File: config.mk
export PLATFORM = sky130hd
export DESIGN_NAME = pfx_front
export DESIGN_NICKNAME = d
export VERILOG_FILES = /design/src/hdl/pfx_pkg.sv /design/src/hdl/pfx_front.sv
export SDC_FILE = /design/constraint.sdc
export NUM_CORES = 1
export LEC_CHECK = 0
export BUFFER_PORTS_ARGS = -buffer_cell sky130_fd_sc_hd__buf_4
export CORE_ASPECT_RATIO = 1.1
export CORE_MARGIN = 3
export CORE_UTILIZATION = 44
export CTS_CLUSTER_DIAMETER = 30
export DETAILED_ROUTE_END_ITERATION = 16
export GPL_TIMING_DRIVEN = 0
export PLACE_DENSITY = 0.95
export RECOVER_POWER = 25
export SLEW_MARGIN = 40
export SYNTH_ARGS = -nofsm -noshare
export SYNTH_HDL_FRONTEND = slang
export SYNTH_SLANG_ARGS = --single-unit
File: constraint.sdc
create_clock -name clk -period 11 [get_ports clk]
set_clock_uncertainty 0.2 [all_clocks]
set_input_delay 2.2 -clock clk [delete_from_list [all_inputs] [get_ports clk]]
set_output_delay 2.2 -clock clk [all_outputs]
set_load 0.05 [all_outputs]
File: src/hdl/pfx_pkg.sv
// Shared types, codes and sizes for the pixel format to XRGB32 converter.
`default_nettype none

package pfx_pkg;

    // Source formats held in the colour format register
    localparam logic [2:0] FMT_XRGB32   = 3'd0;
    localparam logic [2:0] FMT_RGB565   = 3'd1;
    localparam logic [2:0] FMT_XRGB1555 = 3'd2;
    localparam logic [2:0] FMT_ARGB4444 = 3'd3;
    localparam logic [2:0] FMT_RGB332   = 3'd4;
    localparam logic [2:0] FMT_PALETTE8 = 3'd5;
    localparam logic [2:0] FMT_GRAY4    = 3'd6;
    localparam logic [2:0] FMT_MONO     = 3'd7;

    // Input item kinds
    localparam logic KIND_PIXEL  = 1'b0;
    localparam logic KIND_PAL_WR = 1'b1;

    // Operations passed from the front end to the back end
    localparam logic [1:0] OP_PIXEL  = 2'd0;
    localparam logic [1:0] OP_PAL_RD = 2'd1;
    localparam logic [1:0] OP_PACKED = 2'd2;
    localparam logic [1:0] OP_PAL_WR = 2'd3;

    localparam int PALETTE_ENTRIES_DEF = 256;
    localparam int CMD_DEPTH           = 4;
    localparam int OUT_DEPTH           = 4;
    localparam int CMD_LW              = $clog2(CMD_DEPTH + 1);
    localparam int OUT_LW              = $clog2(OUT_DEPTH + 1);

    typedef struct packed {
        logic        kind;
        logic [31:0] data;
        logic [2:0]  start_position;
        logic [3:0]  pixel_count;
        logic [7:0]  palette_index;
    } pfx_in_t;

    typedef struct packed {
        logic [31:0] pixel_out;
        logic        last;
    } pfx_out_t;

    // Classified operation: data is the finished pixel, the palette word or the packed byte
    typedef struct packed {
        logic [1:0]  op;
        logic [31:0] data;
        logic [7:0]  idx;
        logic        gray;
        logic [2:0]  start;
        logic [3:0]  count;
    } pfx_cmd_t;

endpackage

`default_nettype wire

File: src/hdl/pfx_front.sv
// Front end: holds the format register, accepts items and classifies them into operations.
`default_nettype none

module pfx_front (
    input  wire                            clk,
    input  wire                            rst_n,
    input  wire                            cfg_we,
    input  wire  [2:0]                     cfg_data,
    input  wire                            push,
    input  pfx_pkg::pfx_in_t               item,
    output logic                           full,
    input  wire  [pfx_pkg::CMD_LW-1:0]     cmd_level,
    output logic                           cmd_push,
    output pfx_pkg::pfx_cmd_t              cmd
);

    import pfx_pkg::*;

    logic [2:0]  color_format_reg;
    logic        accept;
    logic        drop;
    logic [31:0] direct_pixel;
    logic [3:0]  per_byte;
    logic [3:0]  avail;
    logic [3:0]  clipped;

    function automatic logic [7:0] fill5(input logic [4:0] f);
        fill5 = {f, {3{f[0]}}};
    endfunction

    always_ff @(posedge clk or negedge rst_n)
    begin
        if (!rst_n)
        begin
            color_format_reg <= FMT_XRGB32;
        end
        else if (cfg_we)
        begin
            color_format_reg <= cfg_data;
        end
    end

    // Direct conversion of one source word
    always_comb
    begin
        unique case (color_format_reg)
            FMT_RGB565:
            begin
                direct_pixel = {8'hff, fill5(item.data[15:11]),
                                item.data[10:5], {2{item.data[5]}},
                                fill5(item.data[4:0])};
            end
            FMT_XRGB1555:
            begin
                direct_pixel = {8'hff, fill5(item.data[14:10]), fill5(item.data[9:5]),
                                fill5(item.data[4:0])};
            end
            FMT_ARGB4444:
            begin
                direct_pixel = {8'hff, {2{item.data[11:8]}}, {2{item.data[7:4]}},
                                {2{item.data[3:0]}}};
            end
            FMT_RGB332:
            begin
                direct_pixel = {8'hff, item.data[7:5], {5{item.data[5]}},
                                item.data[4:2], {5{item.data[2]}},
                                item.data[1:0], {6{item.data[0]}}};
            end
            default:
            begin
                direct_pixel = item.data;
            end
        endcase
    end

    // Clip the packed run to the sub-pixels left in the byte
    always_comb
    begin
        per_byte = (color_format_reg == FMT_GRAY4) ? 4'd2 : 4'd8;
        avail    = per_byte - {1'b0, item.start_position};
        clipped  = (item.pixel_count < avail) ? item.pixel_count : avail;
    end

    always_comb
    begin
        cmd.data  = direct_pixel;
        cmd.idx   = item.data[7:0];
        cmd.gray  = (color_format_reg == FMT_GRAY4);
        cmd.start = item.start_position;
        cmd.count = clipped;
        drop      = 1'b0;
        if (item.kind == KIND_PAL_WR)
        begin
            cmd.op   = OP_PAL_WR;
            cmd.data = item.data;
            cmd.idx  = item.palette_index;
        end
        else
        begin
            case (color_format_reg) inside
                FMT_PALETTE8:
                begin
                    cmd.op = OP_PAL_RD;
                end
                FMT_GRAY4, FMT_MONO:
                begin
                    cmd.op   = OP_PACKED;
                    cmd.data = {24'd0, item.data[7:0]};
                    drop     = ({1'b0, item.start_position} >= per_byte)
                               || (item.pixel_count == 4'd0);
                end
                default:
                begin
                    cmd.op = OP_PIXEL;
                end
            endcase
        end
    end

    assign full     = (cmd_level == CMD_LW'(CMD_DEPTH));
    assign accept   = push && !full;
    assign cmd_push = accept && !drop;

endmodule

`default_nettype wire

### Word level (Yosys, flattened, before mapping)

Cells that the tools add are included.

| storage, ports and cells | value |
|---|---|
| output and inout bits | 52 |
| register bits | 3 |
| word-level logic and storage cells | 31 |
| bits of input ports | 58 |

| operators by class | value |
|---|---|
| eq/ne operators | 8 |
| order comparisons | 2 |
| muxes and demuxes | 12 |
| add/sub/neg operators | 1 |
| reduce and logical (&&, ||, !) cells | 7 |

Operators by type and width:

| cell | count |
|---|---|
| 32-bit one-hot mux with 4 select lines | 1 |
| 32-bit 2-to-1 mux | 2 |
| 34-bit 2-to-1 mux | 1 |
| 3-bit equality test, second input constant | 5 |
| 4-bit 2-to-1 mux | 2 |
| 8-bit 2-to-1 mux | 1 |
| 3-bit by 2-bit equality test with 1-bit output, second input constant | 2 |
| 3-bit by 4-bit >= comparator with 1-bit output | 1 |
| 4-bit logical NOT | 1 |
| 4-bit < comparator | 1 |
| 2-bit 2-to-1 mux | 2 |
| 4-bit by 3-bit subtractor with 4-bit output | 1 |
| 3-bit by 1-bit equality test with 1-bit output, second input constant | 1 |
| 1-bit 2-to-1 mux | 3 |
| 1-bit logical AND | 2 |
| 1-bit logical NOT | 2 |
| 2-bit OR reduction | 1 |
| 1-bit logical OR | 1 |

### Depth between registers and ports, before layout

| logic depth | value |
|---|---|
| depth in word-level cells | 9 |
| depth in mapped cells | 12 |
| mapped depth without buffers | 10 |

### Worst setup path after synthesis

No wires, ideal clock.

| timing | value |
|---|---|
| kind | input to output |
| from | input item[13] (netlist name) |
| to | output cmd[2] (netlist name) |
| arrival | 4346 ps |
| setup slack | 4254 ps |
| required time | 8600 ps |
| stages | 9 |
| path buffers | 0 |
| cells stage by stage | inv_1 xnor2_1 ha_1 a31oi_1 xnor2_1 ha_1 nand2_1 o21ai_0 mux2i_1 |

RTL lines:

| item | RTL line | RTL |
|---|---|---|
| from (decl) | pfx_front.sv:10 | `input pfx_pkg::pfx_in_t item,` |
| to (decl) | pfx_front.sv:14 | `output pfx_pkg::pfx_cmd_t cmd` |

==> flow_summary.yaml <==
cells_and_area:
  layout_common_cells: "104 x buf_4, 34 x a21oi_1, 21 x clkbuf_1"
  diodes: 0
  drive_gt1_frac: 0.403
  fin_cells: 359
  layout_commonest_cell: "buf_4"
  largest_reg_flops: 3
  syn2layout_area_growth_pct: 57.4
  num-nets-final: 389
clocking:
  clk_latency_ns: 0.24
  path_clk_slew_ns: 0.04
  post-cts-setup-buffers: 0
  h-tree-depth: 1
  cts_buffer_depth: 2
  numCtsBuffers: 3
  hold_buffers: 0
  cts_resized: 0
  root_buffer: "clkbuf_4"
  clock-sinks: 3
  cts_tree: "yes"
global_route:
  grt_max_degree: 11
  grt_usage: 0.268
  gr-total-overflow: 0
  antenna_found_initial: 0
  grt_pass1_wl_um: 8590
  grt_pass1_vias: 1944
sta:
  slew_violations: 0
  rsz0062_at_grt: "no"
  min_period_ns: 6.70
  finalSetupTns_ns: 0
  setup_viol: 0
  hold_viol: 0
  worst_slack_ns: 4.30
  timing.hold.ws_ns: 0.926
  maxSlewHeadroom: 0.596
  tightestPinTransition_ns: 0.609
  period_share: 0.610
  max_freq_ghz: 0.149
synthesis:
  synth.avg_cell_area_um2: 6.83
  synthesis.nets: 277
  synthCells: 214
  synth_edf_count: 0
  synth_cell_types: 42
  synth_area_um2: 1460
  ys.flop_type: "dfrtp_1"
  synth_warnings: 0
  ys_seq_elements: 3
  yosysSeqAreaShare: 0.0514
  postSynth.asyncResetShare: 1.00
routing:
  first_iter_violations: 166
  post-route-drc-count: 0
  final_antenna_net_count: 0
  first_pass_iters: 5
  dr_total_vias: 2127
  routedWlPerCell_um: 15.3
  via_per_inst: 5.92
  wl_um: 5490
floorplan:
  die_area_um2: 4050
  die_y_um: 66.4
  die_x_um: 61.0
  coreArea_um2: 3100
  initial_core_util: 0.471
  io_pins: 110
  rows: 21
setup_path:
  crit_arrival_ns: 4.30
  crit_fanout: 5
  worstSetupStartpointType: "primary input"
  end_kind: "output pin"
  crit_type: "primary input to output pin"
  critical_path_required_ns: 8.60
status:
  status: "complete, no violations"
min_path:
  hp-class: "register to register"
place:
  io_buffer_count: 107
  dp_hpwl_um: 4340
  gp_congestion: 0.915
  pre_cts_slack_ns: 4.28
  placed_cells: 355
job:
  maxCapViolCount: 0
power_and_ir_drop:
  power-per-cell-area_nw_per_um2: 109
  p_total_mw: 0.251
  ir_drop_uv: 69.0
  p_leak_nw: 1.07
Yosys cell counts, types with 4 or more instances:
cell type	instances	share of area
nand3_1	4	0.014
nor3_1	5	0.017
buf_2	6	0.021
nor2b_1	4	0.017
nor3b_1	4	0.021
nand2_1	15	0.039
a21oi_1	34	0.12
mux2i_1	9	0.062
clkbuf_1	10	0.026
mux2_2	12	0.092
o21ai_0	16	0.055
nand3b_1	4	0.021
buf_4	6	0.031
o22a_1	4	0.024
a22oi_1	5	0.026
ha_1	5	0.043
inv_1	7	0.018
o21a_1	13	0.067
o2bb2ai_1	4	0.024
o22ai_1	5	0.021
o21ai_1	6	0.021
metrics by stage:
stage                      util  instance area (um2)
final                     0.742                 2300
after global routing      0.742                 2300
after CTS                 0.753                 2330
after detailed placement  0.744                 2310
after global placement    0.744                 2310
after floorplan               -                 1460
critical path: stages:
cell	delay, ns
buf_4	0.13
inv_1	0.09
xnor2_1	0.08
ha_1	0.19
a31oi_1	0.17
xnor2_1	0.13
ha_1	0.29
nand2_1	0.04
o21ai_0	0.41
mux2_2	0.39
buf_4	0.19
kinds of logic (layout without fill, tap and decap cells):
logic type / count (synthesis) / in the layout / synth area share
multiplexers: 21 / 21 / 0.154
XOR/XNOR: 2 / 2 / 0.0120
AO/OA/AOI/OAI: 104 / 104 / 0.452
adder cells (fa/ha/maj): 5 / 5 / 0.0428
flip-flops: 3 / 3 / 0.0514
buffers and inverters: 34 / 145 / 0.123
AND/OR/NAND/NOR: 45 / 45 / 0.164
worst paths after layout:
check	from	endpoint	slack [ns]	depth (start not counted)
setup / recovery	item[13]	cmd[0]	4.30	11
hold / removal	color_format_reg[2]	color_format_reg[2]	0.93	3
setup reg to reg	color_format_reg[0]	color_format_reg[0]	9.24	4
hold reg to reg	color_format_reg[2]	color_format_reg[2]	0.93	3
max in group asynchronous	rst_n	color_format_reg[1]	8.89	1
min in group asynchronous	rst_n	color_format_reg[2]	1.55	1
per-layer routing:
metal  GRT usage  up-vias  part of all wire
met5           0        -                 0
met1       0.351      941              0.40
li1            -     1031                 -
met2       0.443      149              0.50
met4      0.0813        0            0.0064
met3      0.0410        6             0.089
power by group:
part           switching (mW)  internal, mW
sequential           0.000861        0.0122
clock                 0.00670        0.0137
combinational           0.142        0.0758
final cells by class:
class / instances / area [um2]
buffer: 26 / 150
clock buffer: 4 / 26.3
fill: 266 / 801
inverter: 8 / 30.0
multi-input combinational: 177 / 1210
sequential: 3 / 75.1
tap: 34 / 42.5
timing repair buffer: 107 / 769
Power figures use the tool's default switching activity.
