`config.mk`:
```
export PLATFORM = sky130hd
export DESIGN_NAME = pfx_fifo
export DESIGN_NICKNAME = d
export VERILOG_FILES = /design/src/hdl/pfx_fifo.sv
export SDC_FILE = /design/constraint.sdc
export NUM_CORES = 1
export LEC_CHECK = 0
export ABC_CLOCK_PERIOD_IN_PS = 2000
export BUFFER_PORTS_ARGS = -buffer_cell sky130_fd_sc_hd__buf_2
export CAP_MARGIN = 20
export CORE_AREA = 5 5 42 44
export CTS_CLUSTER_DIAMETER = 150
export DETAILED_ROUTE_END_ITERATION = 8
export DIE_AREA = 0 0 47 49
export GPL_TIMING_DRIVEN = 0
export MAX_ROUTING_LAYER = met4
export PLACE_DENSITY = 0.69
export SLEW_MARGIN = 0
export SYNTH_ARGS = -nofsm -noshare
export SYNTH_HDL_FRONTEND = slang
export SYNTH_SLANG_ARGS = --single-unit
```
`constraint.sdc`:
```
create_clock -name clk -period 2 [get_ports clk]
set_input_delay 0.3 -clock clk [delete_from_list [all_inputs] [get_ports clk]]
set_output_delay 0.3 -clock clk [all_outputs]
set_load 0.01 [all_outputs]
```
`src/hdl/pfx_fifo.sv`:
```
// Small show-ahead register queue used between and after the converter stages.
`default_nettype none

module pfx_fifo #(
    parameter type item_t = logic,
    parameter int  DEPTH  = 4
) (
    input  wire                        clk,
    input  wire                        rst_n,
    input  wire                        push,
    input  item_t                      wdata,
    input  wire                        pop,
    output item_t                      rdata,
    output logic                       empty,
    output logic [$clog2(DEPTH+1)-1:0] level
);

    localparam int AW = $clog2(DEPTH);
    localparam int LW = $clog2(DEPTH + 1);

    item_t          slot_reg [DEPTH];
    logic [AW-1:0]  wr_ptr_reg, wr_ptr_next;
    logic [AW-1:0]  rd_ptr_reg, rd_ptr_next;
    logic [LW-1:0]  level_reg, level_next;
    logic           do_push;
    logic           do_pop;

    assign do_push = push && (level_reg != LW'(DEPTH));
    assign do_pop  = pop && (level_reg != '0);

    always_comb
    begin
        wr_ptr_next = wr_ptr_reg;
        rd_ptr_next = rd_ptr_reg;
        if (do_push)
        begin
            wr_ptr_next = (wr_ptr_reg == AW'(DEPTH - 1)) ? '0 : wr_ptr_reg + 1'b1;
        end
        if (do_pop)
        begin
            rd_ptr_next = (rd_ptr_reg == AW'(DEPTH - 1)) ? '0 : rd_ptr_reg + 1'b1;
        end
        level_next = level_reg + LW'(do_push) - LW'(do_pop);
    end

    always_ff @(posedge clk or negedge rst_n)
    begin
        if (!rst_n)
        begin
            wr_ptr_reg <= '0;
            rd_ptr_reg <= '0;
            level_reg  <= '0;
        end
        else
        begin
            wr_ptr_reg <= wr_ptr_next;
            rd_ptr_reg <= rd_ptr_next;
            level_reg  <= level_next;
        end
    end

    always_ff @(posedge clk)
    begin
        if (do_push)
        begin
            slot_reg[wr_ptr_reg] <= wdata;
        end
    end

    assign rdata = slot_reg[rd_ptr_reg];
    assign empty = (level_reg == '0);
    assign level = level_reg;

    // Both users hold back their push while the queue is full
    a_no_overflow: assert property (@(posedge clk) disable iff (!rst_n)
        push |-> (level_reg != LW'(DEPTH)))
        else $error("pfx_fifo: push while full");

endmodule

`default_nettype wire

```
# Yosys cells after proc, flatten, opt, wreduce, memory -nomap -nowiden
# Memory sizes are Yosys's and may differ from the RTL's.
# Cells that the tools add are included.
# classes
eq_ne,3
n_bitwise,0
shifts,0
reduce_logical,4
addsub,4
n_mul,0
n_lt_le_gt_ge,0
muxes,4
n_div,0
# op_table
cell,n
adder 2 x 1 -> 2 bit (second input constant),2
== test 2 bit (second input constant),2
two-way mux 2 bit,2
adder 3 x 1 -> 3 bit,1
logical NOT 3 bit,1
!= test 3 bit (second input constant),1
nonzero test 3 bit,1
subtractor 3 x 1 -> 3 bit,1
logical AND 1 bit,2
two-way mux 1 bit,2
# word_totals
n_memories,1
ram_bits,4
in_bits,5
register_bits,7
wordCells,19
out_inout_bits,5
latch_bits,0
mem_bits_ro,0
# memory_table
name,depth,word_bits,rd,rd_clocked_by_memory_dff,wr,line_no,source
slot_reg,4,1,1,0,1,21,item_t slot_reg [DEPTH];

# Longest topological paths before layout
# Gate-level depths: netlist of run 1.
# depth
depth_word,4
depth_mapped,10

# Worst setup path after synthesis of run 1
# No wires, ideal clock.
# synth_path
path_kind,register to register
startpoint,"register level_reg[1], in the netlist level[1]"
endpoint,"register level_reg[2], in the netlist level[2]"
path_slack_ns,-0.227
stages_incl_launch_ff,11
t_arrival_ns,2.096
setup_time_ns,0.131
path_cell_list,dfrtp_1 > nor3_2 > nand2b_4 > inv_1 > ha_1 > inv_1 > ha_1 > inv_1 > fa_1 > xnor2_1 > xnor2_1
# synth_via
word_cells_on_any_way,6
classes_between,2 x add/sub; 1 x eq/ne; 3 x reduce/logical
# synth_rtl
element,line_no,source
start: declaration,24,"logic [LW-1:0] level_reg, level_next;"
start signal: assignment,58,level_reg <= level_next;
nonzero test 3 bit,29,assign do_pop = pop && (level_reg != '0);
logical AND 1 bit,29,
via do_pop,26,logic do_pop;
subtractor 3 x 1 -> 3 bit,43,level_next = level_reg + LW'(do_push) - LW'(do_pop);
via level_next[2],24,
# The timed path passes the listed nets, and every way through them passes these cells.
# A chain may end at the register's enable or synchronous reset.

# Final worst setup path of run 1
# Same ends and word-level chain as after synthesis.

==> out/qor.yml, run 1 <==
worst_setup_path:
  worst-path-buf-inv: 3
  crit_path_start_kind: "flip-flop"
  crit_path_max_incr_delay_ns: 0.45
  worstSetupEndpointType: "flip-flop"
  crit_type: "flip-flop to flip-flop"
  r2r_setup_slack_ns: 0.04
  worstSetupStartpoint: "level[1]$_DFF_PN0_"
  cpMaxStageDelayCell: "dfrtp_2"
  required_ns: 2.16
  crit_family: "adder cells"
  crit_fanout: 4
  critPathMostFrequentCell: "inv_2"
  rr_endpoint: "level[2]$_DFF_PN0_"
  r2r-start: "level[1]$_DFF_PN0_"
  worstPathCellList: "nor3_4 -> nand2b_4 -> inv_2 -> ha_4 -> inv_2 -> ha_4 -> inv_2 -> fa_2 -> xnor2_2 -> xnor2_1"
  cp.arrival_ns: 2.12
  reg2reg_depth: 10
route:
  drc: 0
  viasPerCell: 4.51
  routedWlPerCell_um: 10.8
  firstDrtPassIters: 4
  wirelength_um: 850
  num_vias: 356
  drtIter0Drc: 2
  ant_nets: 0
place:
  place_hpwl_um: 653
  io_buffers: 9
  dpl_cell_area_sq_um: 713
  finalWeightedCongestion: 0.701
global_routing:
  antenna_found_initial: 0
  grt_pass1_vias: 364
  grt_max_degree: 8
  grtUsageTotal: 0.100
  grt_pass1_wl_um: 1530
  grt-ovfl-total: 0
pwr:
  seqPwrFrac: 0.370
  power.total_mw: 1.21
  ir_drop_uv: 775
  p_leak_nw: 0.370
  p_clk_frac: 0.124
  p_int_mw: 0.779
  power_frac_comb: 0.506
  switchingPower_mw: 0.436
  power.density_mw_per_mm2: 1530
  sw_frac_of_total: 0.359
layout:
  final_common_cell: "buf_2"
  final_core_util: 0.567
  layout.area.seq_sq_um: 299
  syn_to_final_growth_pct: 31.7
  diodes: 0
  fillers: 127
  final_area_sq_um: 795
  final_layout_size_suffix_gt1_frac: 0.556
  largest_register_ffs: 4
  layout_common_cells: "buf_2, buf_4, ha_1"
  multi_input_area_sq_um: 323
  nets: 77
yosys:
  yosys.area.top_type: "dfrtp_1"
  synth_top_area_frac: 0.290
  synth_area_leaders: "dfrtp_1, edfxtp_1, ha_1, mux2_4, inv_1"
  ys_ff_latch: 11
  ys_seq_area_frac: 0.490
  netlist_area_sq_um: 603
  syn_avg_cell_area_sq_um: 14.0
  yosys_warnings: 0
  syn_nets: 56
  synth.distinct_cells: 15
  syn_inst: 43
min_path:
  hp-class: "primary input to flip-flop"
  holdPathEnd: "slot_reg[1]$_DFFE_PP_"
  hold_depth: 1
  hold_start: "wdata"
floorplan:
  ios: 10
  die_x_um: 47
  dieArea_sq_mm: 0.00230
  die_h_um: 49
  initial_core_util: 0.430
  row_count: 14
  coreArea_sq_mm: 0.00140
timing:
  setup_viol: 0
  skew_ns: 0.00864
  slew_violations: 0
  period_minus_slack_ns: 1.96
  fin_hold_ws_ns: 0.240
  finalHoldViolations: 0
  finalCritPeriodShare: 0.980
  rsz0062_at_grt: "true"
  fmax_mhz: 510
  relSlewSlack: 0.887
  fin_setup_tns_ns: 0
  worstMarginPinSlew_ns: 0.170
clock_tree:
  tritoncts: "built"
  cts_made_buffers: 3
  cts_root_buf: "clkbuf_4"
  clkTransAtPathRegs_ns: 0.07
  numClockSinks: 11
  clockBufferDepth: 2
  htreeDepth: 1
  clk_latency_ns: 0.27
  post_cts_resized: 0
outcome:
  status: "finished, final reports clean"
run:
  cap_violations: 0
==> synth_stat cells <==
| library cell | count |
|---|---|
| ha_1 | 7 |
| dfrtp_1 | 7 |
| nand2b_4 | 1 |
| mux4_2 | 1 |
| mux2_4 | 2 |
| mux2_1 | 2 |
| edfxtp_1 | 4 |
| fa_1 | 1 |
| nor2_2 | 1 |
| nor3_2 | 1 |
| nor2_1 | 2 |
| inv_1 | 7 |
| a21boi_4 | 1 |
| and2_1 | 4 |
| xnor2_1 | 2 |
==> power by group through the flow <==
stage | Sequential (mW) | Clock (mW) | Combinational [mW]
5_1_grt | 0.466 | 0.170 | 0.694
3_5_place_dp | 0.472 | 0 | 0.532
4_1_cts | 0.448 | 0.159 | 0.630
3_3_place_gp | 0.468 | 0 | 0.506
2_1_floorplan | 0.468 | 0 | 0.395
6_report | 0.449 | 0.151 | 0.615
==> worst max path at each step <==
stage	endpoint	slack (ns)	cells past startpoint
6_report	level[2]$_DFF_PN0_	0.04	10
5_1_grt	level[2]$_DFF_PN0_	-0.05	10
2_1_floorplan	level[2]$_DFF_PN0_	-0.07	10
4_1_cts	level[2]$_DFF_PN0_	0.02	10
3_5_place_dp	level[2]$_DFF_PN0_	-0.07	10
3_3_place_gp	level[2]$_DFF_PN0_	-0.06	10
==> worst register-to-register path: stages, from the launching register on <==
cell and delay (ns):
dfrtp_2 0.45, nor3_4 0.19, nand2b_4 0.15, inv_2 0.04, ha_4 0.20, inv_2 0.06, ha_4 0.12, inv_2 0.03
fa_2 0.34, xnor2_2 0.14, xnor2_1 0.12
==> area by class of cell <==
type / count / area share
flip-flops and latches: 11 / 0.376
well taps: 16 / 0.0252
clock buffers: 4 / 0.0331
repair buffers: 16 / 0.126
inverters: 7 / 0.0331
multi-input cells: 25 / 0.406
==> logic make-up after synthesis <==
family / after synthesis / synth area share
DFF: 11 / 0.490
xor gates and xnor gates: 2 / 0.0291
buffers and inverters: 7 / 0.0436
adders and majority gates: 8 / 0.178
muxes: 5 / 0.124
and+or+nand+nor: 9 / 0.104
AOI/OAI and AO/OA: 1 / 0.0311
==> routing by layer <==
metal,track usage,share of wire,up-vias
met4,0.0691,0.020,0
met1,0.122,0.43,166
met5,-,0,-
li1,-,-,181
met3,0.0332,0.042,2
met2,0.136,0.51,7
==> through the flow <==
step	std cells	setup slack [ns]
4_1_cts	79	0.0199
6_report	79	0.0410
3_3_place_gp	68	-0.0600
5_1_grt	79	-0.0464
2_1_floorplan	43	-0.0720
3_5_place_dp	68	-0.0718
==> repair_timing <==
| action | 4_1_cts | 5_1_grt |
|---|---|---|
| pin swaps | 2 | 2 |
| setup endpoints to repair | 1 | 1 |
| hold endpoints to repair | 7 | 0 |
| gates cloned | 0 | 0 |
| hold buffers | 1 | 0 |
| setup buffers | 6 | 0 |
Note: power is estimated with default switching activity, not from simulation.
==> inputs of run 2 (changes only) <==
--- a/config.mk
+++ b/config.mk
@@ -8,13 +8,12 @@
 export ABC_CLOCK_PERIOD_IN_PS = 2000
 export BUFFER_PORTS_ARGS = -buffer_cell sky130_fd_sc_hd__buf_2
 export CAP_MARGIN = 20
-export CORE_AREA = 5 5 42 44
+export CORE_MARGIN = 5
+export CORE_UTILIZATION = 40
 export CTS_CLUSTER_DIAMETER = 150
 export DETAILED_ROUTE_END_ITERATION = 8
-export DIE_AREA = 0 0 47 49
 export GPL_TIMING_DRIVEN = 0
 export MAX_ROUTING_LAYER = met4
-export PLACE_DENSITY = 0.69
 export SLEW_MARGIN = 0
 export SYNTH_ARGS = -nofsm -noshare
 export SYNTH_HDL_FRONTEND = slang
==> run 2 against run 1 <==
Die area up 3.5%. Count of clock-buffer cells in the layout unchanged. Clock skew down 0.0059 ns. Non-clock buffer count down 1. Clock power down 3%. Fmax down 1.1%. Sequential share of layout area up 0.24 points. Final cell count down 1.3%. Wire length down 6.2%. Sequential power down 1%. First-iteration DRC count rose to 4.0 times the previous value. Largest power group unchanged.
==> out/qor.yml, run 2 (synthesis results as in run 1) <==
layout:
  final_layout_size_suffix_gt1_frac: 0.548  # -0.00717
  syn_to_final_growth_pct: 30.9
  nets: 76  # -1.3%
  final_core_util: 0.537  # -0.0304
  final_common_cell: "buf_2"
  final_area_sq_um: 790  # -0.63%
  multi_input_area_sq_um: 323  # unchanged
  layout_common_cells: "buf_2, ha_1, buf_4"
  largest_register_ffs: 4  # unchanged
  fillers: 142  # +12%
  diodes: 0  # unchanged
  layout.area.seq_sq_um: 299  # unchanged
timing:
  finalHoldViolations: 0  # unchanged
  fin_setup_tns_ns: 0  # unchanged
  setup_viol: 0  # unchanged
  period_minus_slack_ns: 1.98  # +0.0226 ns
  relSlewSlack: 0.889  # +0.00265
  worstMarginPinSlew_ns: 0.166  # -0.00397 ns
  finalCritPeriodShare: 0.991  # +0.0113
  skew_ns: 0.00272  # -0.00591 ns
  fmax_mhz: 505  # -1.1%
  rsz0062_at_grt: "true"
  slew_violations: 0  # unchanged
route:
  num_vias: 347  # -2.5%
  routedWlPerCell_um: 10.2  # -5.0%
  firstDrtPassIters: 2  # -2
  wirelength_um: 797  # -6.2%
  ant_nets: 0  # unchanged
  drtIter0Drc: 8  # +6
  drc: 0  # unchanged
  viasPerCell: 4.45  # -1.3%
floorplan:
  ios: 10  # unchanged
  coreArea_sq_mm: 0.00147  # +5.0%
  die_x_um: 48.8  # +3.9%
  dieArea_sq_mm: 0.00238  # +3.5%
  initial_core_util: 0.410  # -0.0205
  die_h_um: 48.8  # -0.35%
  row_count: 14  # unchanged
worst_setup_path:
  worstPathCellList: "nor3_4 -> nand2b_4 -> inv_4 -> ha_4 -> inv_2 -> ha_4 -> inv_2 -> fa_2 -> xnor2_2 -> xnor2_1"
  required_ns: 2.14  # -0.02 ns
  r2r-start: "level[2]$_DFF_PN0_"
  crit_path_max_incr_delay_ns: 0.45  # about the same
  cpMaxStageDelayCell: "dfrtp_2"
  crit_path_start_kind: "flip-flop"
  crit_type: "flip-flop to flip-flop"
  worstSetupStartpoint: "level[2]$_DFF_PN0_"
  cp.arrival_ns: 2.13  # about the same
  crit_fanout: 3  # -1
  worstSetupEndpointType: "flip-flop"
  reg2reg_depth: 10  # unchanged
global_routing:
  grt_max_degree: 8  # unchanged
  grtUsageTotal: 0.0876  # -0.0128
  grt_pass1_vias: 366  # +0.55%
  grt-ovfl-total: 0  # unchanged
  antenna_found_initial: 0  # unchanged
  grt_pass1_wl_um: 1550  # +1.4%
outcome:
  status: "finished, final reports clean"
min_path:
  hp-class: "primary input to flip-flop"
  hold_depth: 1  # unchanged
  hold_start: "wdata"
pwr:
  sw_frac_of_total: 0.357  # -0.00180
  seqPwrFrac: 0.375  # +0.005
  p_int_mw: 0.762  # -2.1%
  power.density_mw_per_mm2: 1500  # -1.8%
  switchingPower_mw: 0.423  # -2.9%
  ir_drop_uv: 591  # -24%
  p_clk_frac: 0.124  # about the same
  p_leak_nw: 0.365  # -1.2%
  power_frac_comb: 0.501  # -0.005
clock_tree:
  clkTransAtPathRegs_ns: 0.07  # about the same
  cts_root_buf: "clkbuf_4"
  clk_latency_ns: 0.26  # about the same
  numClockSinks: 11  # unchanged
  clockBufferDepth: 2  # unchanged
  tritoncts: "built"
  htreeDepth: 1  # unchanged
  cts_made_buffers: 3  # unchanged
place:
  place_hpwl_um: 621  # -4.9%
  io_buffers: 9  # unchanged
  finalWeightedCongestion: 0.695  # -0.93%
  dpl_cell_area_sq_um: 713  # unchanged
run:
  cap_violations: 0  # unchanged
[run 2: power groups by stage]
stage	Combinational (mW)	Sequential, mW	Clock, mW
final	0.594	0.444	0.147
after global routing	0.682	0.464	0.174
after CTS	0.607	0.445	0.158
after detailed placement	0.523	0.472	0
after global placement	0.511	0.470	0
after floorplan	0.395	0.468	0
[run 2: cell type report]
cell class	instances	area share
sequential	11	0.379
multi-input combinational	25	0.409
inverter	7	0.0365
tap	16	0.0254
clock buffer	4	0.0333
timing repair buffer	15	0.117
[run 2: layer usage]
layer  GRT usage  part of all wire  up-vias
met5           -                 0        -
met3      0.0520             0.065        2
met4      0.0404            0.0050        0
li1            -                 -      177
met1       0.100              0.46      160
met2       0.122              0.47        8
[run 2: worst max-delay path: cells and delay by family (launching register included)]
family / cells / cell delay, ns
adders and majority gates: 3 / 0.68
DFF: 1 / 0.45
and+or+nand+nor: 2 / 0.35
xor gates and xnor gates: 2 / 0.27
buffers and inverters: 3 / 0.11
[run 2: through the flow]
step	setup WS (ns)	hold WS, ns	std cells	power, mW
finish	0.0184	0.248	78	1.19
global placement	-0.0762	0.145	68	0.981
global route	-0.0796	0.227	78	1.32
CTS	0.00365	0.236	78	1.21
detailed placement	-0.0964	0.146	68	0.995
floorplan	-0.0720	0.00441	43	0.863
[run 2: path summary, 6_finish.rpt]
check / end / slack (ns)
setup / recovery: level[2]$_DFF_PN0_ / 0.02
hold / removal: slot_reg[2]$_DFFE_PP_ / 0.25
setup reg to reg: level[2]$_DFF_PN0_ / 0.02
hold reg to reg: wr_ptr_reg[1]$_DFFE_PN0P_ / 0.56
max in group asynchronous: level[0]$_DFF_PN0_ / 1.44
min in group asynchronous: rd_ptr_reg[1]$_DFFE_PN0P_ / 0.39
[run 2: what timing repair did]
action,4_1_cts,5_1_grt
pin swaps,3,0
buffers inserted,5,0
hold buffers,1,0
hold endpoints to repair,7,0
resized for setup,0,1
endpoints found under the setup margin,1,1
cloned,0,0
==> inputs of run 3 (changes only) <==
--- a/config.mk
+++ b/config.mk
@@ -6,7 +6,7 @@
 export NUM_CORES = 1
 export LEC_CHECK = 0
 export ABC_CLOCK_PERIOD_IN_PS = 2000
-export BUFFER_PORTS_ARGS = -buffer_cell sky130_fd_sc_hd__buf_2
+export BUFFER_PORTS_ARGS = -buffer_cell sky130_fd_sc_hd__clkbuf_2
 export CAP_MARGIN = 20
 export CORE_MARGIN = 5
 export CORE_UTILIZATION = 40
==> run 3 against run 2 <==
Global-route usage increased by 0.065 points. Combinational power decreased by 4.0%. First-iteration DRC count decreased by 100%. Count of clock-buffer cells in the layout unchanged. Clock skew about the same. Largest cell class unchanged. Highest routed layer unchanged.
==> out/qor.yml, run 3 (synthesis results as in run 1) <==
global_routing:
  grt_pass1_vias: 365  # -0.27%
  busiest_layer: "met2"
  grt_pass1_wl_um: 1600  # +3.1%
  grt_use_met3: 0.0245  # -0.0275
  grt-ovfl-total: 0  # unchanged
  grt_max_degree: 8  # unchanged
  antenna_found_initial: 0  # unchanged
  gr-usage-met2: 0.139  # +0.0174
  grtUsageTotal: 0.0883  # +0.000654
  grt_use_met1: 0.104  # +0.00385
outcome:
  status: "finished, final reports clean"
timing:
  fmax_mhz: 509  # +0.96%
  skew_ns: 0.00291  # +0.000183 ns
  setup_ws_ns: 0.0372  # +0.0188 ns
  slew_violations: 0  # unchanged
  fin_setup_tns_ns: 0  # unchanged
  worstMarginPinSlew_ns: 0.189  # +0.0225 ns
  setup_viol: 0  # unchanged
  finalHoldViolations: 0  # unchanged
  rsz0062_at_grt: "true"
  finalCritPeriodShare: 0.981  # -0.00939
  period_minus_slack_ns: 1.96  # -0.0188 ns
  relSlewSlack: 0.874  # -0.0150
floorplan:
  row_count: 14  # unchanged
  initial_core_util: 0.410  # unchanged
  dieArea_sq_mm: 0.00238  # unchanged
  ios: 10  # unchanged
  die_x_um: 48.8  # unchanged
  die_h_um: 48.8  # unchanged
  coreArea_sq_mm: 0.00147  # unchanged
worst_setup_path:
  r2r_setup_slack_ns: 0.04  # +0.02 ns
  worst-path-buf-inv: 3  # unchanged
  crit_fanout: 4  # +1
  crit_family: "adder cells"
  required_ns: 2.15  # about the same
  cp_num_cells: 10  # unchanged
  crit_path_start_kind: "flip-flop"
  crit_type: "flip-flop to flip-flop"
  crit_path_max_incr_delay_ns: 0.45  # about the same
  worstSetupStartpoint: "level[1]$_DFF_PN0_"
  rr_endpoint: "level[2]$_DFF_PN0_"
  reg2reg_depth: 10  # unchanged
  cpMaxStageDelayCell: "dfrtp_2"
  critPathMostFrequentCell: "inv_2"
  worstSetupEndpointType: "flip-flop"
  worstPathCellList: "nor3_4 -> nand2b_4 -> inv_2 -> ha_4 -> inv_2 -> ha_4 -> inv_2 -> fa_2 -> xnor2_2 -> xnor2_1"
  r2r-start: "level[1]$_DFF_PN0_"
  cp.arrival_ns: 2.11  # -0.02 ns
pwr:
  power.density_mw_per_mm2: 1500  # -0.18%
  p_leak_nw: 0.366  # +0.21%
  ir_drop_uv: 611  # +3.3%
run:
  cap_violations: 0  # unchanged
place:
  pre_cts_ws_ns: -0.0794  # +0.0170 ns
  place_hpwl_um: 638  # +2.6%
  io_buffers: 9  # unchanged
  finalWeightedCongestion: 0.695  # about the same
route:
  drtIter0Drc: 0  # -8
  viasPerCell: 4.40  # -1.2%
  num_vias: 343  # -1.2%
  ant_nets: 0  # unchanged
  routedWlPerCell_um: 10.7  # +4.3%
  drc: 0  # unchanged
  wirelength_um: 831  # +4.3%
  firstDrtPassIters: 1  # -1
layout:
  final_layout_size_suffix_gt1_frac: 0.548  # unchanged
  largest_register_ffs: 4  # unchanged
  diodes: 0  # unchanged
  final_common_cell: "clkbuf_2"
  fillers: 144  # +1.4%
  nets: 76  # unchanged
  layout_common_cells: "clkbuf_2, ha_1, buf_4"
  syn_to_final_growth_pct: 30.5
clock_tree:
  cts_root_buf: "clkbuf_4"
  numClockSinks: 11  # unchanged
  clk_latency_ns: 0.26  # about the same
  tritoncts: "built"
  clockBufferDepth: 2  # unchanged
  htreeDepth: 1  # unchanged
  clkTransAtPathRegs_ns: 0.07  # about the same
  cts_made_buffers: 3  # unchanged
min_path:
  hold_depth: 1  # unchanged
  hold_start: "wdata"
  hp-class: "primary input to flip-flop"
  holdPathEnd: "slot_reg[3]$_DFFE_PP_"
run 3: changes by cell type in the layout (fill, tap and decap cells not counted), sizes merged:
cell	delta
buf	-9
clkbuf	+9
run 3: how the worst max path moves through the flow:
stage                                    end  slack, ns
after floorplan           level[2]$_DFF_PN0_      -0.07
after global placement    level[2]$_DFF_PN0_      -0.08
after detailed placement  level[2]$_DFF_PN0_      -0.08
after CTS                 level[2]$_DFF_PN0_       0.01
after global routing      level[2]$_DFF_PN0_      -0.07
final                     level[2]$_DFF_PN0_       0.04
run 3: stage by stage:
step                      area, sq um  power (mW)  instances  hold slack [ns]  utilization
after floorplan                   648       0.863         43          0.00441            -
after global placement            713       0.982         68            0.150        0.485
after detailed placement          713       0.993         68            0.152        0.485
after CTS                         779        1.19         77            0.249        0.530
after global routing              787        1.31         78            0.247        0.535
final                             787        1.18         78            0.253        0.535
run 3: layout make-up:
| class | count | area (sq um) | share of cell area |
|---|---|---|---|
| multi-input cells | 25 | 323 | 0.410 |
| flip-flops and latches | 11 | 299 | 0.380 |
| repair buffers | 15 | 92.6 | 0.118 |
| clock buffers | 4 | 26.3 | 0.0334 |
| inverters | 7 | 26.3 | 0.0334 |
| well taps | 16 | 20.0 | 0.0254 |
run 3: worst reg2reg max path: cells and delay by family (launching register included):
kind                     cells  cell delay, ns
adder cells (fa/ha/maj)      3            0.65
flip-flops                   1            0.45
buffers and inverters        3            0.13
XOR/XNOR                     2            0.27
AND/OR/NAND/NOR              2            0.34
run 3: layer usage:
layer	wire (um)	part of all wire
met1	373	0.45
met2	406	0.49
met3	36	0.043
met4	14	0.017
met5	0	0
run 3: repair_timing:
action,4_1_cts,5_1_grt
buffers inserted,4,1
hold buffers,1,0
setup endpoints to repair,1,1
pin swaps,4,0
gates cloned,0,0
gates resized for setup,0,0
endpoints found under the hold margin,7,0
run 3: power breakdown:
group	switching (mW)	internal [mW]	leakage, nW
combinational	0.231	0.340	0.235
clock	0.0728	0.0771	0.0150
sequential	0.121	0.339	0.116
total	0.424	0.755	0.366
